==> config.mk <==
export PLATFORM = sky130hd
export DESIGN_NAME = pmns_fifo
export DESIGN_NICKNAME = d
export VERILOG_FILES = /design/src/pmns_fifo.sv
export SDC_FILE = /design/constraint.sdc
export NUM_CORES = 1
export LEC_CHECK = 0
export BUFFER_PORTS_ARGS = -buffer_cell sky130_fd_sc_hd__buf_2
export CORE_AREA = 2 2 43 45
export DETAILED_ROUTE_END_ITERATION = 16
export DIE_AREA = 0 0 45 47
export GPL_TIMING_DRIVEN = 1
export PLACE_DENSITY = 0.76
export SLEW_MARGIN = 20
export SYNTH_ARGS = -nofsm -noshare
export SYNTH_HDL_FRONTEND = slang
export SYNTH_SLANG_ARGS = --single-unit
==> constraint.sdc <==
create_clock -name clk_i -period 3.5 [get_ports clk_i]
set_clock_uncertainty 0.05 [all_clocks]
set_input_delay 0.35 -clock clk_i [delete_from_list [all_inputs] [get_ports clk_i]]
set_output_delay 0.35 -clock clk_i [all_outputs]
set_load 0.02 [all_outputs]
==> src/pmns_fifo.sv <==
// Small register FIFO used for the command queue and the result buffer.
// No dependencies.
`timescale 1ns / 1ps
`default_nettype none

module pmns_fifo #(
  parameter int unsigned WIDTH = 8,
  parameter int unsigned DEPTH = 2
) (
  input  wire logic             clk_i,
  input  wire logic             rst_ni,
  input  wire logic             push_i,
  input  wire logic [WIDTH-1:0] wdata_i,
  output logic                  full_o,
  input  wire logic             pop_i,
  output logic      [WIDTH-1:0] rdata_o,
  output logic                  empty_o
);

  localparam int unsigned PW = $clog2(DEPTH);
  localparam int unsigned CW = $clog2(DEPTH + 1);

  logic [WIDTH-1:0] mem_q [DEPTH];
  logic [PW-1:0]    wr_ptr_q, wr_ptr_d, rd_ptr_q, rd_ptr_d;
  logic [CW-1:0]    count_q, count_d;
  logic             do_push, do_pop;

  assign full_o  = (count_q == CW'(DEPTH));
  assign empty_o = (count_q == '0);
  assign do_push = push_i && !full_o;
  assign do_pop  = pop_i && !empty_o;
  assign rdata_o = mem_q[rd_ptr_q];

  always_comb begin
    wr_ptr_d = wr_ptr_q;
    rd_ptr_d = rd_ptr_q;
    count_d  = count_q;
    if (do_push) begin
      wr_ptr_d = (wr_ptr_q == PW'(DEPTH - 1)) ? '0 : wr_ptr_q + PW'(1);
    end
    if (do_pop) begin
      rd_ptr_d = (rd_ptr_q == PW'(DEPTH - 1)) ? '0 : rd_ptr_q + PW'(1);
    end
    if (do_push && !do_pop) begin
      count_d = count_q + CW'(1);
    end else if (do_pop && !do_push) begin
      count_d = count_q - CW'(1);
    end
  end

  always_ff @(posedge clk_i or negedge rst_ni) begin
    if (!rst_ni) begin
      wr_ptr_q <= '0;
      rd_ptr_q <= '0;
      count_q  <= '0;
    end else begin
      wr_ptr_q <= wr_ptr_d;
      rd_ptr_q <= rd_ptr_d;
      count_q  <= count_d;
    end
  end

  always_ff @(posedge clk_i) begin
    if (do_push) begin
      mem_q[wr_ptr_q] <= wdata_i;
    end
  end

endmodule

`default_nettype wire

After elaboration in Yosys (flattened, before gate mapping) --
Memories as Yosys holds them, arrays and structs flattened. Cells that the tools add are included.
Storage, ports and cells: bits in registers 4, RAM bits 16, input bits 12, output and inout bits 10, word-level logic and storage cells 25, memories 1
Memories:
- mem_q | words 2, bits a word 8, rd ports 1, clocked after memory_dff 0, wr ports 1, line 23 | logic [WIDTH-1:0] mem_q [DEPTH];
Operators by class: add/subtract/negate cells 4, equal/unequal tests 1, mux-type cells 6, reduce and logical (&&, ||, !) cells 10
Operator list (count):
- 1-bit logical AND | 4
- 1-bit logical NOT | 4
- 1-bit 2-to-1 mux | 4
- 2-bit 2-to-1 mux | 2
- 1-bit adder (second input constant) | 2
- 2-bit by 1-bit adder with 2-bit output (second input constant) | 1
- 2-bit == test (second input constant) | 1
- 2-bit logical NOT | 1
- 2-bit nonzero test | 1
- 2-bit by 1-bit subtractor with 2-bit output (second input constant) | 1

Depth between registers and ports, before layout --
depth after elaboration 7, mapped depth 7, mapped depth without buffers 7

Least setup slack after synthesis --
No wires, ideal clock.
path type reg2reg, start point reg count_q[0], end point mem mem_q[0][0] (enable), setup time 370 ps, arrival time 1022 ps, data required time 3080 ps, setup slack 2058 ps, stages on the path, launching flop included 4, buffers on the path 0, clock period less this slack 1442 ps, path through dfrtp_1 > nand2b_1 > nand2_2 > nor2_1
On the way: longest elaborated chain between the ends 5
RTL lines:
- start, declared | line 25 | logic [CW-1:0] count_q, count_d;
- start signal, assigned | line 59 | count_q <= count_d;
- 2-bit == test | line 28 | assign full_o = (count_q == CW'(DEPTH));
- 1-bit logical NOT | line 30 | assign do_push = push_i && !full_o;
- 1-bit logical AND | line 30
- 1-bit 2-to-1 mux | line 64 | if (do_push) begin
- 1-bit 2-to-1 mux (not written as such) | line 65 | mem_q[wr_ptr_q] <= wdata_i;
- end, declared | line 23
Every way passes these cells.

Worst setup path in the final report --
start point reg rd_ptr_q, end point out rdata_o[7]
On the way: longest elaborated chain between the ends 1
RTL lines:
- start, declared | line 24 | logic [PW-1:0] wr_ptr_q, wr_ptr_d, rd_ptr_q, rd_ptr_d;
- start signal, assigned | line 58 | rd_ptr_q <= rd_ptr_d;
- memory 2 x 8 bit
- end, declared | line 16 | output logic [WIDTH-1:0] rdata_o,
Every way passes these cells.

==> impl_results.md <==
* YS warnings at 0
* Critical Path Max Stage Delay at about 0.6 ns
* Post-Synthesis Cell Area at 782.0 µm²
* Max_cap viols at 0
* # Post-CTS Setup Buffers at 0
* Yosys reg bits at 20
* Final hold violations at 0
* TNS Setup at 0 ns
* Commonest non-fill, non-tap cell in the layout: buf_2
* CTS H-tree depth at 1
* Final Util at 0.5689
* DIE HEIGHT at approximately 47 µm
* Comb power frac at 0.367
* Post_cts resized at 0
* ANT nets after route at 0
* Internal cell power at 497.4 µW
* RSZ-0062 raised after global routing: false
* Core footprint at about 1700 µm²
* Total GRT Usage at 0.1232
* Achievable frequency at ~560 MHz
* Starting DRT DRC Count at 3
* CP Buf/Inv Count at 1
* Top cells by area, synth: edfxtp_1, dfrtp_1, mux2_1
* Cts hold-fix bufs at 1
* Status: finished, final reports clean
* DRC at 0
* Yosys top cell by area: edfxtp_1
* Drt first pass iters at 4
* Finish-stage setup viols at 0
* Sequential fraction of the synthesis area at 0.7424
* Worst R2R Start: count_q[0]$_DFFE_PN0P_
* Vias at 421
* Hold Path Cell Cnt at 1
* Sw Share at 0.3509
* Nets at 83
* TritonCTS Buffers at 3
* PortBufs at 21
* Total global routing overflow at 0
* Clk_lat worst skew at between 0.2 and 0.3 ns
* Wire length on met3 at 71 µm
* Switching power at around 270 µW
* Hold Startpoint: wdata_i[0]
* Worst Tran Pin Value at 0.6982 ns
* Synthesized instance count at 44
* Met1 Routed Length at 464 µm
* Initial antenna violation count at 0
* Crit path time final at ~1.8 ns
* Routed wire per std cell at 12.78 µm
* CP startpoint kind: flop
* TritonCTS clock tree: done
* Crit-path slowest cell: dfrtp_1
* Fin. max-slew vios at 0
* Sequential Power Share at 0.500
* Worst Path Required at 3.10 ns
* CTS Sinks at 20
* Die W at 45 µm
* Worst Hold Class: in2reg
* Syn_nets at 57
* Syn-to-layout area delta at 20.16%
* Largest net degree at the start of global routing at 12
* Worst Path Arrival at 1.40 ns
* Largest delay contributor family on the critical path: flip-flops
* R2r endpoint: mem_q[0][3]$_DFFE_PP_
* Post-route clock period utilization at 0.5139
* First-pass GRT wire length at 1787 µm
* Top Metal Used: met4
* Min Hold Slack at 0.1987 ns
* Worst setup EP type: output pin
* Maximum VDD drop at 0.4193 mV
* Yosys cell types at 15
* I/O pin total at 22
* Clk pin slew, worst setup/hold paths at 0.10 ns
* Pwr Density at 815.6 nW/µm²
* Vias per cell at 4.895
* Initial core utilization at 0.4735
* Diode count at 0
* Routed WL at 1099 µm
* FF-to-FF path depth at 3
* Commonest non-fill, non-tap cells in the layout: buf_2, edfxtp_1, mux2_1, dfrtp_1
* Leakage power at 0.3938 nW
* Critical Path, Cell by Cell: mux2_2, buf_2
* Worst Path Class, Setup: reg2out
* CP Max Fanout at 9
* Clk buf depth at 2
* Root buffer cell: clkbuf_4
* Clock network fraction of total power at 0.132
* Floorplan row count at 15
* Final HPWL DP at 816.2 µm
* Die ar. at 2115 µm²
* Mean Syn Cell Area at 17.77 µm²
* Slew HR at 0.5328
* Layout cell share with drive strength beyond 1 at 0.4058
* Synth top area share at 0.6144
* Number of global-route vias before repair at 408
* R2R Setup Slk at 1.84 ns
* WHS Endpoint: mem_q[1][0]$_DFFE_PP_
* Placer Congestion at 0.6484
* WL met2 at 545 µm
==> registers in the layout (all words and copies together) (netlist names) <==
| signal | flops |
|---|---|
| wr_ptr_q | 1 |
| count_q | 2 |
| rd_ptr_q | 1 |
| mem_q | 16 |
==> cell type report <==
type	instances	area, µm²
fillers	155	711.9
flip-flops and latches	20	580.6
multi-input cells	21	188.9
repair buffers	22	115.1
clock buffers	3	22.52
well taps	17	21.27
inverters	2	7.507
clock inverters	1	3.754
==> power groups by stage <==
stage                     clock (mW)  combinational (mW)  sequential (mW)
after global placement             0               0.281            0.387
after CTS                      0.107               0.288            0.385
after floorplan                    0               0.229            0.362
final                          0.101               0.282            0.383
after global routing           0.118               0.306            0.395
after detailed placement           0               0.285            0.390
==> logic make-up after synthesis <==
logic type / count (synthesis) / synth area share
compound gates: 1 / 0.006394
xor+xnor: 5 / 0.06561
fa+ha+maj: 1 / 0.01600
buf+inv: 3 / 0.01600
flops: 20 / 0.7424
mux: 8 / 0.1152
simple gates: 6 / 0.03841
==> layer usage <==
metal,global-route usage,vias to the layer above
met3,0.03462,2
met5,0,-
li1,-,207
met4,0.07059,0
met2,0.2000,12
met1,0.1482,200
==> how the worst max path moves through the flow <==
| stage | from | endpoint | slack (ns) | depth (start not counted) |
|---|---|---|---|---|
| final | rd_ptr_q$_DFFE_PN0P_ | rdata_o[7] | 1.70 | 2 |
| after global routing | rd_ptr_q$_DFFE_PN0P_ | rdata_o[5] | 1.62 | 2 |
| after CTS | rd_ptr_q$_DFFE_PN0P_ | rdata_o[7] | 1.67 | 2 |
| after detailed placement | count_q[0]$_DFFE_PN0P_ | mem_q[0][1]$_DFFE_PP_ | 1.81 | 3 |
| after global placement | count_q[0]$_DFFE_PN0P_ | mem_q[0][0]$_DFFE_PP_ | 1.91 | 3 |
| after floorplan | count_q[0]$_DFFE_PN0P_ | mem_q[0][0]$_DFFE_PP_ | 2.06 | 3 |
==> synth_stat cells, drive strengths merged <==
library cell and number:
and3 1, buf 1, dfrtp 4, edfxtp 16
ha 1, inv 2, mux2 8, nand2 1
nand2b 1, nor2 3, o21ai 1, xnor2 3
xor2 2
==> metrics by stage <==
stage | cell area, µm² | setup WS [ns] | total power [mW] | std cells
2_1_floorplan | 782.0 | 2.058 | 0.5918 | 44
3_3_place_gp | 903.4 | 1.909 | 0.6678 | 81
3_5_place_dp | 903.4 | 1.809 | 0.6752 | 81
4_1_cts | 939.7 | 1.674 | 0.7801 | 86
5_1_grt | 939.7 | 1.618 | 0.8193 | 86
6_report | 939.7 | 1.701 | 0.7664 | 86
Power figures use the tool's default switching activity.
