$ cat config.mk
export PLATFORM = sky130hd
export DESIGN_NAME = pmns_front
export DESIGN_NICKNAME = d
export VERILOG_FILES = /design/src/pmns_pkg.sv /design/src/pmns_front.sv
export SDC_FILE = /design/constraint.sdc
export NUM_CORES = 1
export LEC_CHECK = 0
export BUFFER_PORTS_ARGS = -buffer_cell sky130_fd_sc_hd__buf_4
export CORE_MARGIN = 3
export CORE_UTILIZATION = 50
export CTS_CLUSTER_DIAMETER = 40
export CTS_CLUSTER_SIZE = 8
export DETAILED_ROUTE_END_ITERATION = 6
export HOLD_SLACK_MARGIN = 0.02
export PLACE_DENSITY = 0.7
export SLEW_MARGIN = 20
export SYNTH_ARGS = -nofsm -noshare
export SYNTH_HDL_FRONTEND = slang
export SYNTH_SLANG_ARGS = --single-unit
export TNS_END_PERCENT = 100
$ cat constraint.sdc
create_clock -name clk_i -period 21.5 [get_ports clk_i]
set_input_delay 2.15 -clock clk_i [delete_from_list [all_inputs] [get_ports clk_i]]
set_output_delay 2.15 -clock clk_i [all_outputs]
set_load 0.05 [all_outputs]
$ cat src/pmns_pkg.sv
// Package for the palette-mapped nearest-neighbour scaler.
// Holds the types, constants and axis-step function for front, back and top.
// No dependencies.
`timescale 1ns / 1ps
`default_nettype none

package pmns_pkg;

  localparam int unsigned CACHE_WIDTH_DEF = 256;
  localparam int unsigned CACHE_ROWS_DEF  = 256;
  localparam int unsigned MAX_SCREEN_DEF  = 1024;

  localparam int unsigned POS_W   = 18;
  localparam int unsigned ACC_W   = 32;
  localparam int unsigned SPAN_W  = 24;
  localparam int unsigned START_W = 17;
  localparam int unsigned SIZE_W  = 11;
  localparam int unsigned ADDR_W  = 16;
  localparam int unsigned BYTE_W  = 8;
  localparam int unsigned PADDR_W = 5;
  localparam int unsigned PDATA_W = 32;

  localparam int unsigned CACHE_DEPTH = 1 << ADDR_W;
  localparam int unsigned PAL_DEPTH   = 1 << BYTE_W;
  localparam int unsigned QUEUE_DEPTH = 2;
  localparam int unsigned OUT_DEPTH   = 4;

  localparam logic [SIZE_W-1:0] SIZE_RESET = SIZE_W'(160);
  localparam logic [POS_W-1:0]  ONE_FP8    = POS_W'(256);

  typedef enum logic [1:0] {
    MODE_CACHE_WR = 2'd0,
    MODE_PAL_WR   = 2'd1,
    MODE_TICK     = 2'd2
  } mode_e;

  typedef enum logic [2:0] {
    REG_START_COL     = 3'd0,
    REG_START_ROW     = 3'd1,
    REG_SPAN_COLS     = 3'd2,
    REG_SPAN_ROWS     = 3'd3,
    REG_SCREEN_WIDTH  = 3'd4,
    REG_SCREEN_HEIGHT = 3'd5
  } reg_e;

  typedef struct packed {
    logic [1:0]        mode;
    logic [ADDR_W-1:0] address;
    logic [BYTE_W-1:0] data;
  } item_t;

  typedef struct packed {
    logic [BYTE_W-1:0] pixel;
    logic              row_end;
    logic              frame_end;
  } result_t;

  typedef struct packed {
    logic signed [START_W-1:0] start_col_fp8;
    logic signed [START_W-1:0] start_row_fp8;
    logic signed [SPAN_W-1:0]  span_cols_fp8;
    logic signed [SPAN_W-1:0]  span_rows_fp8;
    logic [SIZE_W-1:0]         screen_width;
    logic [SIZE_W-1:0]         screen_height;
  } cfg_t;

  typedef struct packed {
    mode_e             op;
    logic [ADDR_W-1:0] addr;
    logic [BYTE_W-1:0] data;
    logic              row_end;
    logic              frame_end;
  } cmd_t;

  typedef struct packed {
    logic [POS_W-1:0] pos;
    logic [ACC_W-1:0] acc;
  } axis_t;

  // Saturating accumulate, then one source-pixel step when past the limit
  function automatic axis_t step_axis(input logic [POS_W-1:0]  pos,
                                      input logic [ACC_W-1:0]  acc,
                                      input logic [SPAN_W-1:0] step,
                                      input logic              back,
                                      input logic [ACC_W-1:0]  limit);
    logic [ACC_W:0]   sum;
    logic [ACC_W-1:0] sat;
    axis_t            res;
    sum = {1'b0, acc} + (ACC_W+1)'(step);
    sat = sum[ACC_W] ? '1 : sum[ACC_W-1:0];
    res.pos = pos;
    res.acc = sat;
    if (sat > limit) begin
      res.acc = sat - limit;
      res.pos = back ? pos - ONE_FP8 : pos + ONE_FP8;
    end
    return res;
  endfunction

endpackage

`default_nettype wire

$ cat src/pmns_front.sv
// Front end: takes items, tracks source position and screen counters,
// turns each item of a known mode into a memory command. Depends on pmns_pkg.
`timescale 1ns / 1ps
`default_nettype none

module pmns_front import pmns_pkg::*; #(
  parameter int unsigned CACHE_WIDTH = CACHE_WIDTH_DEF,
  parameter int unsigned CACHE_ROWS  = CACHE_ROWS_DEF,
  parameter int unsigned MAX_SCREEN  = MAX_SCREEN_DEF
) (
  input  wire logic  clk_i,
  input  wire logic  rst_ni,
  input  wire logic  item_push_i,
  input  wire item_t item_i,
  output logic       item_full_o,
  input  wire cfg_t  cfg_i,
  output logic       cmd_push_o,
  output cmd_t       cmd_o,
  input  wire logic  cmd_full_i
);

  localparam int unsigned DIM_W = $clog2(MAX_SCREEN + 1);
  localparam int unsigned CNT_W = $clog2(MAX_SCREEN);
  localparam int unsigned LIM_W = DIM_W + 8;
  localparam logic [POS_W-1:0]  ROW_CLAMP = POS_W'((CACHE_ROWS - 1) * 256);
  localparam logic [ADDR_W-1:0] CW16      = ADDR_W'(CACHE_WIDTH);

  function automatic logic [DIM_W-1:0] eff_size(input logic [SIZE_W-1:0] v);
    logic [DIM_W-1:0] r;
    if (v == '0) begin
      r = DIM_W'(1);
    end else if (32'(v) > MAX_SCREEN) begin
      r = DIM_W'(MAX_SCREEN);
    end else begin
      r = DIM_W'(v);
    end
    return r;
  endfunction

  // settings derived from the registers, registered once more behind them
  logic [DIM_W-1:0]  w_eff_q, w_eff_d, h_eff_q, h_eff_d;
  logic [LIM_W-1:0]  col_init_q, col_init_d, row_init_q, row_init_d;
  logic [POS_W-1:0]  col_start_q, col_start_d, row_start_q, row_start_d;
  logic [SPAN_W-1:0] col_mag_q, col_mag_d, row_mag_q, row_mag_d;
  logic              col_neg_q, col_neg_d, row_neg_q, row_neg_d;
  logic [LIM_W-1:0]  col_frac, row_frac;

  always_comb begin
    w_eff_d     = eff_size(cfg_i.screen_width);
    h_eff_d     = eff_size(cfg_i.screen_height);
    col_neg_d   = cfg_i.span_cols_fp8[SPAN_W-1];
    row_neg_d   = cfg_i.span_rows_fp8[SPAN_W-1];
    col_mag_d   = col_neg_d ? SPAN_W'(-cfg_i.span_cols_fp8) : SPAN_W'(cfg_i.span_cols_fp8);
    row_mag_d   = row_neg_d ? SPAN_W'(-cfg_i.span_rows_fp8) : SPAN_W'(cfg_i.span_rows_fp8);
    col_start_d = {cfg_i.start_col_fp8[START_W-1], cfg_i.start_col_fp8};
    row_start_d = {cfg_i.start_row_fp8[START_W-1], cfg_i.start_row_fp8};
    col_frac    = LIM_W'(cfg_i.start_col_fp8[7:0]) * LIM_W'(w_eff_d);
    row_frac    = LIM_W'(cfg_i.start_row_fp8[7:0]) * LIM_W'(h_eff_d);
    col_init_d  = col_neg_d ? {w_eff_d, 8'd0} - col_frac : col_frac;
    row_init_d  = row_neg_d ? {h_eff_d, 8'd0} - row_frac : row_frac;
  end

  always_ff @(posedge clk_i) begin
    w_eff_q     <= w_eff_d;
    h_eff_q     <= h_eff_d;
    col_init_q  <= col_init_d;
    row_init_q  <= row_init_d;
    col_start_q <= col_start_d;
    row_start_q <= row_start_d;
    col_mag_q   <= col_mag_d;
    row_mag_q   <= row_mag_d;
    col_neg_q   <= col_neg_d;
    row_neg_q   <= row_neg_d;
  end

  // input register
  item_t f1_q;
  logic  f1_vld_q, f1_vld_d;
  logic  in_take, mode_ok, go;

  assign item_full_o = f1_vld_q && cmd_full_i;
  assign go          = f1_vld_q && !cmd_full_i;
  assign mode_ok     = (item_i.mode == MODE_CACHE_WR) || (item_i.mode == MODE_PAL_WR) ||
                       (item_i.mode == MODE_TICK);
  assign in_take     = item_push_i && !item_full_o && mode_ok;

  always_comb begin
    f1_vld_d = f1_vld_q;
    if (in_take) begin
      f1_vld_d = 1'b1;
    end else if (go) begin
      f1_vld_d = 1'b0;
    end
  end

  always_ff @(posedge clk_i or negedge rst_ni) begin
    if (!rst_ni) begin
      f1_vld_q <= 1'b0;
    end else begin
      f1_vld_q <= f1_vld_d;
    end
  end

  always_ff @(posedge clk_i) begin
    if (in_take) begin
      f1_q <= item_i;
    end
  end

  // position state
  logic [POS_W-1:0]  cur_col_q, cur_row_q;
  logic [ACC_W-1:0]  col_acc_q, row_acc_q;
  logic [SPAN_W-1:0] col_step_q, row_step_q;
  logic              col_back_q, row_back_q;
  logic [CNT_W-1:0]  dest_col_q, dest_row_q;

  logic              tick, first_col, first_frame, last_col, last_row, row_over;
  logic [POS_W-1:0]  col_pos_u, row_pos_u;
  logic [ACC_W-1:0]  col_acc_u, row_acc_u;
  logic [SPAN_W-1:0] col_step_u, row_step_u;
  logic              col_back_u, row_back_u;
  axis_t             col_adv, row_adv, row_next;
  logic [ADDR_W-1:0] r16, c16, idx;

  always_comb begin
    tick        = (f1_q.mode == MODE_TICK);
    first_col   = (dest_col_q == '0);
    first_frame = first_col && (dest_row_q == '0);

    col_pos_u  = first_col ? col_start_q        : cur_col_q;
    col_acc_u  = first_col ? ACC_W'(col_init_q) : col_acc_q;
    col_step_u = first_col ? col_mag_q          : col_step_q;
    col_back_u = first_col ? col_neg_q          : col_back_q;
    row_pos_u  = first_frame ? row_start_q        : cur_row_q;
    row_acc_u  = first_frame ? ACC_W'(row_init_q) : row_acc_q;
    row_step_u = first_frame ? row_mag_q          : row_step_q;
    row_back_u = first_frame ? row_neg_q          : row_back_q;

    r16 = {{(ADDR_W-10){row_pos_u[POS_W-1]}}, row_pos_u[POS_W-1:8]};
    c16 = {{(ADDR_W-10){col_pos_u[POS_W-1]}}, col_pos_u[POS_W-1:8]};
    idx = ADDR_W'(r16 * CW16 + c16);

    last_col = (DIM_W'(dest_col_q) + DIM_W'(1)) >= w_eff_q;
    last_row = (DIM_W'(dest_row_q) + DIM_W'(1)) >= h_eff_q;

    col_adv = step_axis(col_pos_u, col_acc_u, col_step_u, col_back_u,
                        ACC_W'({w_eff_q, 8'd0}));
    row_adv = step_axis(row_pos_u, row_acc_u, row_step_u, row_back_u,
                        ACC_W'({h_eff_q, 8'd0}));
    row_over = !row_adv.pos[POS_W-1] && (32'(row_adv.pos[POS_W-2:8]) > (CACHE_ROWS - 1));
    row_next = row_adv;
    if (row_over) begin
      row_next.pos = ROW_CLAMP;
    end
    if (!last_col) begin
      row_next.pos = row_pos_u;
      row_next.acc = row_acc_u;
    end
  end

  always_ff @(posedge clk_i or negedge rst_ni) begin
    if (!rst_ni) begin
      cur_col_q  <= '0;
      cur_row_q  <= '0;
      col_acc_q  <= '0;
      row_acc_q  <= '0;
      col_step_q <= '0;
      row_step_q <= '0;
      col_back_q <= 1'b0;
      row_back_q <= 1'b0;
      dest_col_q <= '0;
      dest_row_q <= '0;
    end else if (go && tick) begin
      cur_col_q  <= col_adv.pos;
      col_acc_q  <= col_adv.acc;
      col_step_q <= col_step_u;
      col_back_q <= col_back_u;
      cur_row_q  <= row_next.pos;
      row_acc_q  <= row_next.acc;
      row_step_q <= row_step_u;
      row_back_q <= row_back_u;
      if (last_col) begin
        dest_col_q <= '0;
        dest_row_q <= last_row ? '0 : dest_row_q + CNT_W'(1);
      end else begin
        dest_col_q <= dest_col_q + CNT_W'(1);
      end
    end
  end

  always_comb begin
    cmd_push_o      = go;
    cmd_o.op        = mode_e'(f1_q.mode);
    cmd_o.addr      = tick ? idx : f1_q.address;
    cmd_o.data      = f1_q.data;
    cmd_o.row_end   = tick && last_col;
    cmd_o.frame_end = tick && last_col && last_row;
  end

  a_row_restart: assert property (@(posedge clk_i) disable iff (!rst_ni)
    go && tick && last_col |=> dest_col_q == '0)
    else $error("column counter not restarted after row end");

endmodule

`default_nettype wire

# Word level (Yosys, flattened, before mapping)
# Cells that the tools add are included.
# totals
mem_count,0
ramBits,0
reg_bits,341
romBits,0
latch_bits,0
out_inout_bits,30
# op_classes
n_reduce_logical,21
n_eq_ne,3
magnitude_cmp,7
shift,0
bitwise,0
add_sub_neg,17
mux,29
div_mod_pow,0
mul,2
# ops
op,count
50-bit two-way mux,3
32-bit two-way mux,4
18-bit two-way mux,5
32-bit by 24-bit adder with 33-bit output,2
32-bit by 19-bit greater-than comparator with 1-bit output,2
32-bit by 19-bit subtractor with 32-bit output,2
24-bit two-way mux,2
24-bit negator,2
23-bit two-way mux,2
11-bit two-way mux,4
8-bit by 11-bit multiplier with 19-bit output,2
19-bit two-way mux,2
19-bit subtractor,2
18-bit by 9-bit adder with 18-bit output (second input constant),2
18-bit by 9-bit subtractor with 18-bit output (second input constant),2
10-bit by 1-bit adder with 11-bit output (second input constant),2
11-bit greater-or-equal comparator,2
11-bit greater-than comparator (second input constant),2
11-bit logical NOT,2
10-bit by 1-bit adder with 10-bit output (second input constant),2
10-bit logical NOT,2
10-bit two-way mux,2
16-bit adder,1
16-bit two-way mux,1
other kinds (10),25

# Depth between registers and ports, before layout
# Gate-level depths: netlist of the first run.
# logic_depth
word_depth,11
depth_mapped,37
depth_no_buf,31

# Worst setup path before layout of the first run
# No wires, ideal clock.
# synth_timing
path_type,input port to flip-flop
startpoint,input cfg_i[14] (netlist name)
endpoint,register col_init_q[17]
arrival_time_ns,8.415
setup_ns,0.129
path_stages,28
path_slack_ns,12.956
t_required_ns,21.371
cell_sequence,nor4_1 > nand3_1 > o21ai_0 > and2_1 > nand2_1 > fa_1 > fa_1 > inv_1 > fa_1 > inv_1 > fa_1 > inv_1 > ha_1 > o21a_1 > o21ai_0 > inv_1 > a2111oi_0 > nor3_1 > xnor2_1 > ha_1 > and2_1 > a22o_1 > a211oi_1 > maj3_1 > o21bai_1 > a21oi_1 > xor2_1 > mux2i_1
# synth_between
elab_chain_len,6
word_cells_on_any_way,7
classes_between,1 x add/sub; 1 x mul; 1 x order compare; 3 x mux; 1 x reduce/logical
# synth_lines
element,line_no,text
"start, declared",pmns_front.sv:16,"input wire cfg_t cfg_i,"
11-bit greater-than comparator,pmns_front.sv:32,end else if (32'(v) > MAX_SCREEN) begin
11-bit two-way mux,pmns_front.sv:32,
11-bit two-way mux *,pmns_front.sv:30,if (v == '0) begin
net w_eff_d[1],pmns_front.sv:41,"logic [DIM_W-1:0] w_eff_q, w_eff_d, h_eff_q, h_eff_d;"
8-bit by 11-bit multiplier with 19-bit output,pmns_front.sv:57,col_frac = LIM_W'(cfg_i.start_col_fp8[7:0]) * LIM_W'(w_eff_d);
19-bit subtractor,pmns_front.sv:59,"col_init_d = col_neg_d ? {w_eff_d, 8'd0} - col_frac : col_frac;"
19-bit two-way mux *,pmns_front.sv:59,
net col_init_d[17],pmns_front.sv:42,"logic [LIM_W-1:0] col_init_q, col_init_d, row_init_q, row_init_d;"
"end signal, assigned",pmns_front.sv:66,col_init_q <= col_init_d;
"end, declared",pmns_front.sv:42,
# The timed path passes the listed nets; every way through them passes the cells marked *.
# A chain may end at the register's enable or synchronous reset.

# Worst setup path after layout of the first run
# layout_timing
startpoint,register dest_col_q[0]
endpoint,register cur_row_q[8]
# layout_between
elab_chain_len,11
word_cells_on_any_way,20
classes_between,4 x add/sub; 3 x order compare; 9 x mux; 4 x reduce/logical
# layout_lines
element,line_no,text
"start, declared",pmns_front.sv:115,"logic [CNT_W-1:0] dest_col_q, dest_row_q;"
"start signal, assigned",pmns_front.sv:186,dest_col_q <= dest_col_q + CNT_W'(1);
10-bit logical NOT *,pmns_front.sv:127,first_col = (dest_col_q == '0);
1-bit logical AND *,pmns_front.sv:128,first_frame = first_col && (dest_row_q == '0);
24-bit two-way mux *,pmns_front.sv:136,row_step_u = first_frame ? row_mag_q : row_step_q;
net row_step_u[15],pmns_front.sv:120,"logic [SPAN_W-1:0] col_step_u, row_step_u;"
32-bit by 24-bit adder with 33-bit output *,pmns_pkg.sv:89,"sum = {1'b0, acc} + (ACC_W+1)'(step);"
32-bit two-way mux *,pmns_pkg.sv:90,sat = sum[ACC_W] ? '1 : sum[ACC_W-1:0];
32-bit by 19-bit greater-than comparator with 1-bit output *,pmns_pkg.sv:93,if (sat > limit) begin
50-bit two-way mux *,pmns_pkg.sv:93,
9-bit by 8-bit greater-than comparator with 1-bit output or 1-bit logical NOT (tied branches),pmns_front.sv:150,row_over = !row_adv.pos[POS_W-1] && (32'(row_adv.pos[POS_W-2:8]) > (CACHE_ROWS - 1));
1-bit logical AND,pmns_front.sv:150,
18-bit two-way mux *,pmns_front.sv:152,if (row_over) begin
50-bit two-way mux *,pmns_front.sv:155,if (!last_col) begin
"end signal, assigned",pmns_front.sv:178,cur_row_q <= row_next.pos;
"end, declared",pmns_front.sv:111,"logic [POS_W-1:0] cur_col_q, cur_row_q;"
# Marks and branches as above.

==> impl_metrics.csv, run 1 <==
group,metric,value,unit
logic_synthesis,ys_seq_elements,309,
clock_tree,ctsLongestPathBuffers,3,
floorplan,core_area,0.0518,mm2
timing,final.period_utilization,42.0,%
place,dp.final_hpwl,51.7,mm
drt,dr.pass1.iters,5,
setup_path,startpoint_type,"flip-flop",
cells_and_area,final_common_cell,"nand2_1",
logic_synthesis,synth_top_flop_cell,"dfrtp_1",
cells_and_area,antenna-diode-count,0,
timing,maxSlewHeadroom,30.3,%
hold_path,holdPathStages,2,
timing,fin_tns_setup,0,ns
clock_tree,cts_max_level,2,
hold_path,min_from,"row_mag_q[14]",
setup_path,worst_ep_required_time,21.97,ns
setup_path,ff2ff_path_depth,33,
place,gp_congestion,0.926,
clock_tree,cts_resized,0,
setup_path,crit_arrival,9.49,ns
cells_and_area,final_cell_mix,"661 x nand2_1, 253 x inv_1, 219 x ha_1, 180 x buf_4, 172 x o21ai_0",
logic_synthesis,synth_cell_types,87,
global_route,antenna_found_initial,1,
status,outcome,"finished, final reports clean",
drt,drc_errors,0,
timing,hold_viol,0,
global_route,grt.total_usage,24.6,%
clock_tree,clk_latency,0.61,ns
timing,rsz0062_at_grt,"false",
logic_synthesis,yosys_warnings,0,
global_route,grt_overflow,0,
drt,ant_nets,0,
floorplan,dieArea,0.0556,mm2
drt,vias,23100,
timing,max_freq,0.111,GHz
hold_path,hold_path_class,"flip-flop to flip-flop",
drt,wl_per_cell,17.0,um
cells_and_area,drive_above_1_share,9.65,%
global_route,grt_pass1_vias,23100,
clock_tree,post-cts-setup-buffers,0,
drt,wirelength,69.3,mm
global_route,grt_pass1_wl,115,mm
timing,setup_viol,0,
cells_and_area,fillers,4548,
logic_synthesis,syn_inst,3251,
global_route,grt_max_degree,84,
floorplan,rows,83,
clock_tree,cts_tree,"done",
timing,worstMarginPinSlew,1.04,ns
logic_synthesis,synth-edff-count,26,
floorplan,start_util,50.9,%
logic_synthesis,async_flop_share,50.2,%
logic_synthesis,synth_seq_area_share,27.4,%
clock_tree,cts_root_buf,"clkbuf_16",
floorplan,io_pins,164,
setup_path,crit_fanout,68,
timing,slew_viol_final,0,
setup_path,crit_start,"dest_col_q[0]",
cells_and_area,area_growth,13.7,%
place,port_buffers,163,
cells_and_area,multi_input_area,0.0176,mm2
flow_run,cap_violations,0,
floorplan,fp.dieW,236,um
drt,initialDrtViolationCount,1715,
timing,clock_skew,0.0431,ns
setup_path,endpoint_kind,"flip-flop",
setup_path,timing.rr.start,"dest_col_q[0]",
clock_tree,numCtsBuffers,59,
floorplan,die_h,236,um
drt,vias_per_cell,5.67,
clock_tree,clock_sinks,309,
logic_synthesis,syn-cell-area,0.0264,mm2
clock_tree,postCtsHoldBufs,0,
logic_synthesis,avgSynthCellArea,8.12,um2
setup_path,slowest_stage,"buf_4",
cells_and_area,regArea,0.00722,mm2
setup_path,cpMostUsedCell,"buf_4",
clock_tree,path_clk_slew,0.05,ns
logic_synthesis,mappedNetlistNets,3719,
cells_and_area,nNetsFinal,3806,
setup_path,setup.worst_path.class,"flip-flop to flip-flop",
setup_path,critPathMaxStageDelay,0.68,ns
timing,fin_crit,9.02,ns
## registers in the layout, summed over array words and instances (netlist names), 11 cells and up
signal and flops:
col_step_q 24, row_step_q 24, row_mag_q 24, col_mag_q 24
f1_q 16, row_init_q 19, h_eff_q 11, col_init_q 19
row_acc_q 32, col_acc_q 32, w_eff_q 11
## cells in the mapped netlist, types with 6 or more instances
cell type,instances,area (um2)
o31ai_1,29,218
xor2_1,73,639
a32o_1,6,60.1
edfxtp_1,26,781
o21ai_0,174,871
or4_1,13,97.6
dfxtp_1,128,2560
fa_1,115,2300
or2_2,10,62.6
and3_1,35,219
o21a_1,31,233
nand3_1,55,275
nor3_1,50,250
a221oi_1,10,87.6
o2111ai_1,6,52.6
a2111oi_0,8,70.1
a21boi_0,11,82.6
a21oi_1,153,766
nand2_1,661,2480
a31oi_1,37,231
a22o_1,8,70.1
ha_1,219,2740
nor2b_1,34,213
buf_1,9,33.8
and2_1,137,857
dfrtp_1,155,3880
xnor2_1,142,1240
nor4_1,15,93.8
clkbuf_1,124,465
or3_1,20,125
nor2_1,164,616
o41ai_1,18,158
nand2b_1,32,200
o21ai_1,12,60.1
inv_1,253,950
mux2_2,11,124
o211ai_1,23,173
a21o_1,41,308
a211oi_1,18,135
nand4_1,20,125
buf_2,10,50.1
buf_4,11,82.6
o21bai_1,21,158
mux2i_1,36,360
## worst paths after layout
kind,endpoint,slack [ns]
max,cur_row_q[8],12.48
min,row_step_q[14],0.47
max reg2reg,cur_row_q[8],12.48
min reg2reg,row_step_q[14],0.47
max in group asynchronous,cur_row_q[10],18.58
min in group asynchronous,col_step_q[9],1.60
## worst max-delay path: cells and delay by family (launching register included)
family / cells / cell delay (ns)
flip-flops: 1 / 0.42
AND/OR/NAND/NOR: 11 / 2.61
buffers and inverters: 6 / 1.87
adder cells (fa/ha/maj): 4 / 1.19
AO/OA/AOI/OAI: 12 / 2.73
## metrics by stage
| step | cells | worst slack (ns) | instance area, um2 | hold slack (ns) | util (%) |
|---|---|---|---|---|---|
| floorplan | 3251 | 12.96 | 26400 | 0.440 | - |
| global placement | 3956 | 12.40 | 28000 | 0.455 | 54.0 |
| detailed placement | 3956 | 12.18 | 28000 | 0.462 | 54.0 |
| CTS | 4067 | 12.60 | 30000 | 0.470 | 57.9 |
| global route | 4068 | 11.85 | 30000 | 0.482 | 57.9 |
| finish | 4068 | 12.48 | 30000 | 0.468 | 57.9 |
## cell families (layout without fill, tap and decap cells)
group	Yosys count	after routing	share of synthesized area (%)
and+or+nand+nor	1278	1278	22.5
buffers and inverters	409	546	6.08
xor gates and xnor gates	215	215	7.13
muxes	48	48	1.88
adders and majority gates	337	337	19.2
AOI/OAI and AO/OA	655	655	15.8
DFF	309	309	27.4
## final cells by class
class                      count  share of cell area [%]
clock buffer                  89                    5.73
timing repair buffer         182                    4.63
multi-input combinational   2533                    58.7
clock inverter                22                   0.900
tap                          680                    2.83
sequential                   309                    24.1
inverter                     253                    3.16
## metal layers
| layer | GRT usage, % | wire length, um | vias to the layer above |
|---|---|---|---|
| met5 | 0 | 0 | - |
| met4 | 7.47 | 1760 | 0 |
| met3 | 4.84 | 4800 | 121 |
| met2 | 38.5 | 30700 | 688 |
| met1 | 34.4 | 32000 | 11100 |
| li1 | - | - | 11200 |
Power of run 1 is not shown: default switching activity piles up to over one toggle a cycle in this logic, so the estimate is an artifact.
==> run 2, diff against run 1 <==
- clock period: 21.5 -> 9.2 ns (I/O delays scaled with it)
==> run 2 against run 1 <==
Net effect:
- global-route usage is 0.20 points lower
- sequential cell count stayed put
- highest routed layer unchanged
- first-iteration DRC count is 14% higher
- via count is 0.81% lower
- critical endpoint is now cur_row_q[13]
- non-clock buffer count is 6 higher
- wire length is 0.46% lower
- clock skew is 0.012 ns lower
- die area stayed put
- largest cell class unchanged
==> impl_metrics.csv, run 2 (same netlist as run 1, synthesis figures left out) <==
group,metric,value,unit
cells_and_area,reg_top3,"col_acc_q x32, row_acc_q x32",
global_route,grt_overflow,0,
drt,wirelength,69.0,mm
floorplan,start_util,50.9,%
setup_path,crit_arrival,8.63,ns
drt,vias_per_cell,5.62,
timing,fin_tns_setup,0,ns
timing,max_freq,0.123,GHz
place,gp_congestion,0.949,
clock_tree,cts_tree,"done",
setup_path,startpoint_type,"flip-flop",
clock_tree,numCtsBuffers,57,
cells_and_area,final_cell_mix,"661 x nand2_1, 253 x inv_1, 219 x ha_1, 187 x buf_4, 173 x o21ai_0",
floorplan,dieArea,0.0556,mm2
cells_and_area,nNetsFinal,3810,
clock_tree,cts_root_buf,"clkbuf_16",
drt,wl_per_cell,16.9,um
global_route,grt_max_degree,109,
timing,rsz0062_at_grt,"false",
cells_and_area,drive_above_1_share,9.68,%
flow_run,cap_violations,0,
place,port_buffers,163,
setup_path,endpoint_kind,"flip-flop",
drt,dr.pass1.iters,5,
global_route,grt_pass1_wl,113,mm
floorplan,die_h,236,um
setup_path,worst_ep_required_time,9.68,ns
place,dp.final_hpwl,51.7,mm
timing,clock_skew,0.0314,ns
timing,maxSlewHeadroom,27.2,%
timing,worstMarginPinSlew,1.09,ns
setup_path,critPathMaxStageDelay,0.58,ns
clock_tree,ctsLongestPathBuffers,3,
floorplan,core_area,0.0518,mm2
timing,final.period_utilization,88.6,%
clock_tree,postCtsHoldBufs,0,
timing,hold_viol,0,
setup_path,setup.worst_path.class,"flip-flop to flip-flop",
status,outcome,"finished, final reports clean",
clock_tree,post-cts-setup-buffers,0,
global_route,grt.total_usage,24.4,%
clock_tree,path_clk_slew,0.05,ns
cells_and_area,fillers,4557,
drt,ant_nets,0,
timing,fin_crit,8.15,ns
clock_tree,cts_max_level,2,
hold_path,hold_path_class,"input port to async pin",
timing,slew_viol_final,0,
timing,setup_viol,0,
floorplan,rows,83,
drt,vias,22900,
global_route,antenna_found_initial,1,
setup_path,slowest_stage,"and2_1",
drt,drc_errors,0,
cells_and_area,area_growth,13.6,%
floorplan,io_pins,164,
drt,initialDrtViolationCount,1947,
cells_and_area,final_common_cell,"nand2_1",
clock_tree,clock_sinks,309,
setup_path,crit_fanout,65,
floorplan,fp.dieW,236,um
clock_tree,cts_resized,0,
clock_tree,clk_latency,0.61,ns
global_route,grt_pass1_vias,22400,
[run 2: cell count changes in the layout (fill, tap and decap cells not counted), moves of 2 or more]
cell	delta
clkinvlp_4	-2
inv_6	+2
buf_4	+7
clkinv_4	-2
clkbuf_16	-2
[run 2: worst paths after layout]
path	startpoint	to	depth (start not counted)	slack (ns)
hold / removal	rst_ni	col_step_q[7]	1	0.41
hold reg to reg	row_mag_q[16]	row_step_q[16]	2	0.46
setup reg to reg	dest_col_q[0]	cur_row_q[13]	31	1.05
max in group asynchronous	rst_ni	cur_col_q[11]	2	7.37
setup / recovery	dest_col_q[0]	cur_row_q[13]	31	1.05
min in group clk_i	cfg_i[85]	row_start_q[15]	1	0.41
[run 2: area by class of cell]
class / instances / area (um2) / area share (%)
multi-input cells: 2533 / 17600 / 58.7
flip-flops and latches: 309 / 7220 / 24.1
clock buffers: 86 / 1660 / 5.53
repair buffers: 188 / 1420 / 4.72
inverters: 253 / 950 / 3.17
well taps: 680 / 851 / 2.84
clock inverters: 21 / 275 / 0.918
diodes: 1 / 2.50 / 0.00834
[run 2: routing by layer]
metal	part of all wire (%)	track usage, %	wire, um
met1	47	34.5	32500
met2	43	37.4	29700
met3	7.6	5.46	5230
met4	2.2	7.04	1520
met5	0	0	0
[run 2: worst max-delay path: cells and delay by family, from the launching register on]
| kind | cells | cell delay, ns |
|---|---|---|
| AO/OA/AOI/OAI | 12 | 2.73 |
| AND/OR/NAND/NOR | 11 | 2.90 |
| adder cells (fa/ha/maj) | 4 | 1.20 |
| flip-flops | 1 | 0.42 |
| buffers and inverters | 4 | 0.72 |
[run 2: stage by stage]
stage	hold slack (ns)	area, um2	setup WS [ns]	utilization, %	cells
finish	0.406	30000	1.05	57.9	4071
CTS	0.371	30000	1.17	57.9	4070
floorplan	0.440	26400	1.89	-	3251
global placement	0.455	28100	1.39	54.1	3963
global route	0.389	30000	0.515	57.9	4070
detailed placement	0.462	28100	1.01	54.1	3963
Power of run 2 is left out for the same reason.
==> run 3, diff against run 2 <==
- CORE_UTILIZATION: 50 -> 55
- PLACE_DENSITY: 0.7 -> 0.75
==> run 3 against run 2 <==
Net effect:
- critical path depth decreased by 4
- global-route usage is 2.7 points higher
- first-iteration DRC count up 1.0%
- wire length down 0.62%
- setup slack improved by 0.12 ns
- sequential cell count is the same
- clock skew shrank 0.0063 ns
- critical endpoint is now cur_row_q[14]
==> impl_metrics.csv, run 3 (same netlist as run 1, synthesis figures left out) <==
group,metric,value,unit
status,outcome,"finished, final reports clean",
drt,wl_per_cell,17.1,um
setup_path,r2r_setup_slack,1.17,ns
setup_path,endpoint_kind,"flip-flop",
cells_and_area,antenna-diode-count,0,
clock_tree,postCtsHoldBufs,0,
setup_path,worst-path-buf-inv,3,
setup_path,slowest_stage,"or2_2",
cells_and_area,final_cell_mix,"661 x nand2_1, 253 x inv_1, 219 x ha_1, 188 x buf_4, 173 x o21ai_0",
drt,wirelength,68.5,mm
drt,dr.pass1.iters,7,
setup_path,worst_ep_required_time,9.69,ns
clock_tree,clk_latency,0.62,ns
setup_path,cpMostUsedCell,"ha_1",
global_route,grt_pass1_wl,114,mm
setup_path,startpoint_type,"flip-flop",
global_route,grt_pass1_vias,23200,
global_route,antenna_found_initial,0,
timing,hold_viol,0,
timing,fin_tns_setup,0,ns
floorplan,die_h,225,um
clock_tree,clock_sinks,309,
place,gp_congestion,0.959,
cells_and_area,reg_top3,"col_acc_q x32, row_acc_q x32",
flow_run,cap_violations,0,
timing,clock_skew,0.0251,ns
global_route,grt_max_degree,84,
setup_path,ff2ff_path_depth,27,
setup_path,reg2reg_to,"cur_row_q[14]",
drt,vias,23300,
floorplan,dieArea,0.0507,mm2
timing,slew_viol_final,0,
drt,ant_nets,0,
global_route,grt.total_usage,27.0,%
drt,vias_per_cell,5.82,
cells_and_area,nNetsFinal,3814,
hold_path,hold_path_class,"input port to async pin",
timing,worstMarginPinSlew,1.08,ns
drt,initialDrtViolationCount,1967,
clock_tree,cts_root_buf,"clkbuf_16",
setup_path,timing.rr.start,"dest_col_q[0]",
timing,maxSlewHeadroom,27.4,%
floorplan,start_util,56.2,%
cells_and_area,drive_above_1_share,9.83,%
clock_tree,cts_resized,0,
timing,fin_crit,8.03,ns
setup_path,crit_fanout,45,
place,port_buffers,163,
floorplan,core_area,0.0470,mm2
clock_tree,path_clk_slew,0.05,ns
cells_and_area,final_common_cell,"nand2_1",
timing,setup_viol,0,
floorplan,rows,79,
drt,drc_errors,0,
setup_path,setup.worst_path.class,"flip-flop to flip-flop",
clock_tree,cts_tree,"done",
timing,max_freq,0.125,GHz
cells_and_area,area_growth,13.3,%
floorplan,io_pins,164,
timing,rsz0062_at_grt,"false",
floorplan,fp.dieW,225,um
setup_path,crit_arrival,8.53,ns
place,dp.final_hpwl,50.9,mm
clock_tree,cts_max_level,2,
setup_path,critPathTopFamily,"simple AND/OR/NAND/NOR gates",
timing,final.period_utilization,87.3,%
clock_tree,post-cts-setup-buffers,0,
clock_tree,numCtsBuffers,60,
global_route,grt_overflow,0,
clock_tree,ctsLongestPathBuffers,3,
setup_path,critPathMaxStageDelay,0.79,ns
==> run 3: worst register-to-register path, cell delays in order, from the launching register on <==
cell	delay, ns
dfrtp_1	0.43
inv_1	0.12
ha_1	0.16
nor4b_4	0.27
nand3_2	0.38
or2_2	0.79
mux2i_1	0.49
inv_1	0.09
ha_1	0.32
a211oi_1	0.31
o211a_1	0.26
o21bai_1	0.22
a31oi_1	0.32
o21ai_0	0.16
xnor2_1	0.23
nand2_1	0.16
ha_1	0.37
and4_1	0.23
nand2_1	0.13
nor4_1	0.36
nand3_1	0.12
nor3_1	0.32
o211ai_1	0.14
nor4_2	0.15
buf_4	0.23
and2_1	0.52
a211oi_1	0.31
a221oi_1	0.33
==> run 3: cell type report <==
type | count | area (um2)
fillers | 3921 | 17100
repair buffers | 189 | 1420
clock inverters | 27 | 267
clock buffers | 86 | 1660
inverters | 253 | 950
well taps | 607 | 759
flip-flops and latches | 309 | 7220
multi-input cells | 2533 | 17600
==> run 3: metal layers <==
metal | GRT usage (%) | vias up | part of all wire, %
li1 | - | 11200 | -
met4 | 8.35 | 0 | 2.5
met5 | 0 | - | 0
met2 | 43.2 | 789 | 45
met3 | 4.66 | 159 | 6.8
met1 | 37.7 | 11200 | 46
==> run 3: metrics by stage <==
| step | setup WS, ns | hold WS [ns] | instances | util [%] | instance area (um2) |
|---|---|---|---|---|---|
| after floorplan | 1.89 | 0.440 | 3251 | - | 26400 |
| after global routing | 0.608 | 0.401 | 4004 | 63.7 | 29900 |
| after global placement | 1.38 | 0.457 | 3891 | 59.6 | 28000 |
| final | 1.17 | 0.367 | 4004 | 63.7 | 29900 |
| after detailed placement | 1.21 | 0.462 | 3891 | 59.6 | 28000 |
| after CTS | 1.38 | 0.386 | 4004 | 63.7 | 29900 |
==> run 3: how the worst max path moves through the flow <==
stage               slack (ns)        endpoint  cells past startpoint           from
floorplan                 1.89  col_init_q[17]                     28      cfg_i[14]
global placement          1.38  col_init_q[17]                     29      cfg_i[12]
detailed placement        1.21  col_init_q[17]                     29      cfg_i[12]
CTS                       1.38   cur_row_q[14]                     27  dest_col_q[0]
global route              0.61   cur_row_q[14]                     27  dest_col_q[0]
finish                    1.17   cur_row_q[14]                     27  dest_col_q[0]
Power of run 3 is left out for the same reason.
